===== config.mk =====
export PLATFORM = sky130hd
export DESIGN_NAME = sgbs_ram
export DESIGN_NICKNAME = d
export VERILOG_FILES = /design/src/hw/rtl/sgbs_ram.sv
export SDC_FILE = /design/constraint.sdc
export NUM_CORES = 2
export LEC_CHECK = 0
export BUFFER_PORTS_ARGS = -buffer_cell sky130_fd_sc_hd__buf_2
export CAP_MARGIN = 30
export CORE_MARGIN = 4
export CORE_UTILIZATION = 50
export DETAILED_ROUTE_END_ITERATION = 6
export PLACE_DENSITY = 0.68
export SYNTH_ARGS = -nofsm -noshare
export SYNTH_HDL_FRONTEND = slang
export SYNTH_SLANG_ARGS = --single-unit

===== constraint.sdc =====
create_clock -name clk -period 3.2 [get_ports clk]
set_clock_uncertainty 0.1 [all_clocks]
set_input_delay 0.16 -clock clk [delete_from_list [all_inputs] [get_ports clk]]
set_output_delay 0.16 -clock clk [all_outputs]
set_load 0.05 [all_outputs]

===== src/hw/rtl/sgbs_ram.sv =====
module sgbs_ram #(
  parameter int WIDTH = 8,
  parameter int DEPTH = 256,
  localparam int AW = (DEPTH > 1) ? $clog2(DEPTH) : 1
) (
  input  logic             clk,
  input  logic             we,
  input  logic [AW-1:0]    waddr,
  input  logic [WIDTH-1:0] wdata,
  input  logic             re,
  input  logic [AW-1:0]    raddr,
  output logic [WIDTH-1:0] rdata
);

  logic [WIDTH-1:0] mem_r [DEPTH];
  logic [WIDTH-1:0] rdata_r;

  always_ff @(posedge clk) begin
    if (we) begin
      mem_r[waddr] <= wdata;
    end
    if (re) begin
      rdata_r <= mem_r[raddr];
    end
  end

  assign rdata = rdata_r;

endmodule


==> impl_metrics.py <==
metrics = {
    "clock_network": {
        "cts_num_sinks": 2056,
        "ctsResizeCount": 0,
        "cts_tree": "yes",
        "postCtsSetupBuffers": 0,
        "cts_buffers": 200,
        "clk_latency_ns": 0.84,
        "cts_max_path_buffers": 3,
        "clk_pin_slew_ns": 0.06,
        "ctsRootBufferMaster": "clkbuf_16",
        "h-tree-depth": 4,
        "cts_hold_buffers": 17,
    },
    "worst_setup_path": {
        "worst_setup_path_end_kind": "register",
        "r2r_end": "rdata[6]",
        "crit_slowest_cell": "nor4_1",
        "max_stage_delay_ns": 0.85,
        "cp_top_family": "simple AND/OR/NAND/NOR gates",
        "crit_chain": "mux4_2, a22oi_1, a21oi_1, nor4_1, buf_4, nor4_2",
        "rrSetupSlack_ns": 0.37,
        "worstSetupStartpointType": "register",
        "critical_path.max_fanout": 1,
        "regToRegStartpoint": "mem_r[147][6]",
        "critPathArrivalTime_ns": 3.32,
        "required_ns": 3.69,
        "timing.reg2reg.worst_path_depth": 6,
        "critPathBufInv": 1,
        "worstSetupPathType": "reg2reg",
    },
    "finish": {
        "nFillCells": 11342,
        "final_cell_count_no_fill": 6462,
        "drive_gt1_share_pct": 28.3,
        "area_delta_synth_final_pct": 15.1,
        "fin_nets": 4239,
        "final_util_pct": 57.9,
    },
    "synth": {
        "syn_area_per_cell_um2": 21.3,
        "synth_xor_area_share_pct": 0,
        "ys_seq_area_share_pct": 77.5,
        "synth-adder-area-share_pct": 0,
        "synth_compound_area_share_pct": 3.42,
        "synthCells": 3733,
        "yosysTopAreaCellShare_pct": 77.5,
        "yosysMostFrequentCell": "edfxtp_1",
        "yosysTopAreaCell": "edfxtp_1",
        "synth-edff-count": 2056,
        "yosys.area_share.simple_pct": 2.63,
        "synthArstFlopShare_pct": 0,
        "syn_area_mm2": 0.0796,
        "ys_warn_count": 0,
        "muxShareOfSynthArea_pct": 14.6,
        "synthTopCellsByArea": "edfxtp_1, mux4_2, mux2i_1, nor2_1, a22oi_1",
        "ys_top_cells_by_count": "edfxtp_1, mux4_2, nor2_1, mux2i_1, a22oi_1",
        "syn_nets": 3760,
        "ys_seq_elements": 2056,
        "synth_flop_cell": "edfxtp_1",
        "synth_top_family_by_area": "multiplexers",
        "ys_types": 54,
    },
    "pwr": {
        "total_power_w": 0.0556,
        "p_leak_nw": 29.2,
        "powerDensity_mw_per_mm2": 607,
        "peakVddDrop_uv": 567,
    },
    "detailed_routing": {
        "via_per_inst": 6.23,
        "dr.pass1.iters": 6,
        "drtIter0Drc": 4872,
        "wl_per_cell_um": 30.3,
        "drc": 0,
        "vias": 40281,
        "wl_um": 196000,
        "ant_nets": 0,
    },
    "placed_design": {
        "dp_cells": 6065,
        "dp_hpwl_um": 125000,
        "place_congestion": 0.879,
        "port-buffer-count": 34,
    },
    "timing": {
        "finalSetupTns_ns": 0,
        "drv_slew": 0,
        "rsz0062_at_grt": "false",
        "worst_slew_pin_slew_ns": 0.979,
        "timing.final.crit_share_pct": 88.3,
        "setup_violations": 0,
        "fmax_ghz": 0.354,
        "hold_violations": 0,
        "finalCriticalPeriod_ns": 2.83,
        "max_slew_margin_pct": 34.7,
    },
    "run": {
        "timing.max_cap.violations": 0,
    },
    "status": {
        "status": "complete, no violations",
    },
    "global_routing": {
        "top_usage_layer": "met2",
        "gr-total-overflow": 0,
        "grt_pass1_vias": 40456,
        "track_usage_pct": 24.1,
        "grt_max_degree": 113,
        "grt_use_met1_pct": 34.1,
        "grt_antenna_before_repair": 15,
        "grt_pass1_wl_um": 286000,
        "grtUsageMet2_pct": 37.4,
        "grtUsageMet3_pct": 6.26,
    },
    "hold_path": {
        "hold_start": "we",
        "hold_end": "mem_r[144][7]",
        "hold_class": "in2reg",
        "holdPathStages": 4,
    },
    "die": {
        "die_w_um": 407,
        "core_mm2": 0.158,
        "fp-row-count": 146,
        "io_pins": 35,
        "initial_utilization_pct": 50.3,
        "die_h_um": 407,
        "die_area_mm2": 0.166,
    },
}
worst min-delay path: stages:
cell and delay (ns):
buf_2 0.22, nand3_1 0.11, buf_4 0.22, nor2_1 0.10
cells in the final DEF (no fill, tap or decap), types with 16 or more instances in the layout:
cell and instances:
a211oi_1 16, a21oi_1 96, a22oi_1 133, buf_12 40
buf_2 23, buf_4 420, bufinv_16 18, clkbuf_1 47
clkbuf_16 202, clkinv_1 52, clkinv_2 28, dlygate4sd3_1 17
edfxtp_1 2056, mux2i_1 134, mux4_2 454, nand2_1 33
nand3_1 31, nor2_1 279, nor2b_1 28, nor3_1 22
nor4_1 24, o221ai_1 46, o22ai_1 28
per-stage QoR:
| step | hold slack, ns | area, um2 | setup slack, ns |
|---|---|---|---|
| 6_report | 0.0861 | 91700 | 0.373 |
| 5_1_grt | 0.0850 | 91700 | 0.327 |
| 4_1_cts | 0.00221 | 91700 | 0.280 |
| 3_5_place_dp | 0.435 | 85100 | -0.320 |
| 3_3_place_gp | 0.439 | 85100 | -0.277 |
| 2_1_floorplan | 0.159 | 79600 | 0.864 |
sequential cells by signal, summed over array words and instances (netlist names):
name / count
rdata: 8
mem_r: 2048
worst max-delay path by stage:
| stage | slack (ns) | cells past startpoint | endpoint | start |
|---|---|---|---|---|
| after global routing | 0.33 | 7 | rdata[3] | mem_r[210][3] |
| after floorplan | 0.86 | 9 | rdata[2] | raddr[0] |
| after CTS | 0.28 | 6 | rdata[6] | mem_r[171][6] |
| after detailed placement | -0.32 | 9 | rdata[6] | raddr[0] |
| after global placement | -0.28 | 9 | rdata[6] | raddr[0] |
| final | 0.37 | 6 | rdata[6] | mem_r[147][6] |
power breakdown:
group / total, W / internal, W / switching (W)
registers: 0.0297 / 0.0297 / 0.0000472
clock network: 0.0230 / 0.0131 / 0.00992
logic: 0.00288 / 0.00106 / 0.00182
total: 0.0556 / 0.0438 / 0.0118
per-layer routing:
metal,wire (um),vias up
li1,-,16677
met1,76700,21108
met2,92800,2135
met3,20300,355
met4,6200,6
met5,40,-
layout make-up:
class / instances / area [um2] / share of cell area [%]
Clock inverter: 118 / 1200 / 1.31
Sequential cell: 2056 / 61700 / 67.3
Clock buffer: 249 / 5230 / 5.71
Antenna cell: 13 / 32.5 / 0.0355
Multi-Input combinational cell: 1442 / 16500 / 18.0
Tap cell: 2072 / 2590 / 2.83
Timing Repair Buffer: 510 / 4390 / 4.78
Inverter: 2 / 7.51 / 0.00819
kinds of logic after synthesis:
family          Yosys count
compound gates          385
buf+inv                 235
flops                  2056
mux                     591
simple gates            466
No activity file was read; power rests on OpenSTA's default activity.
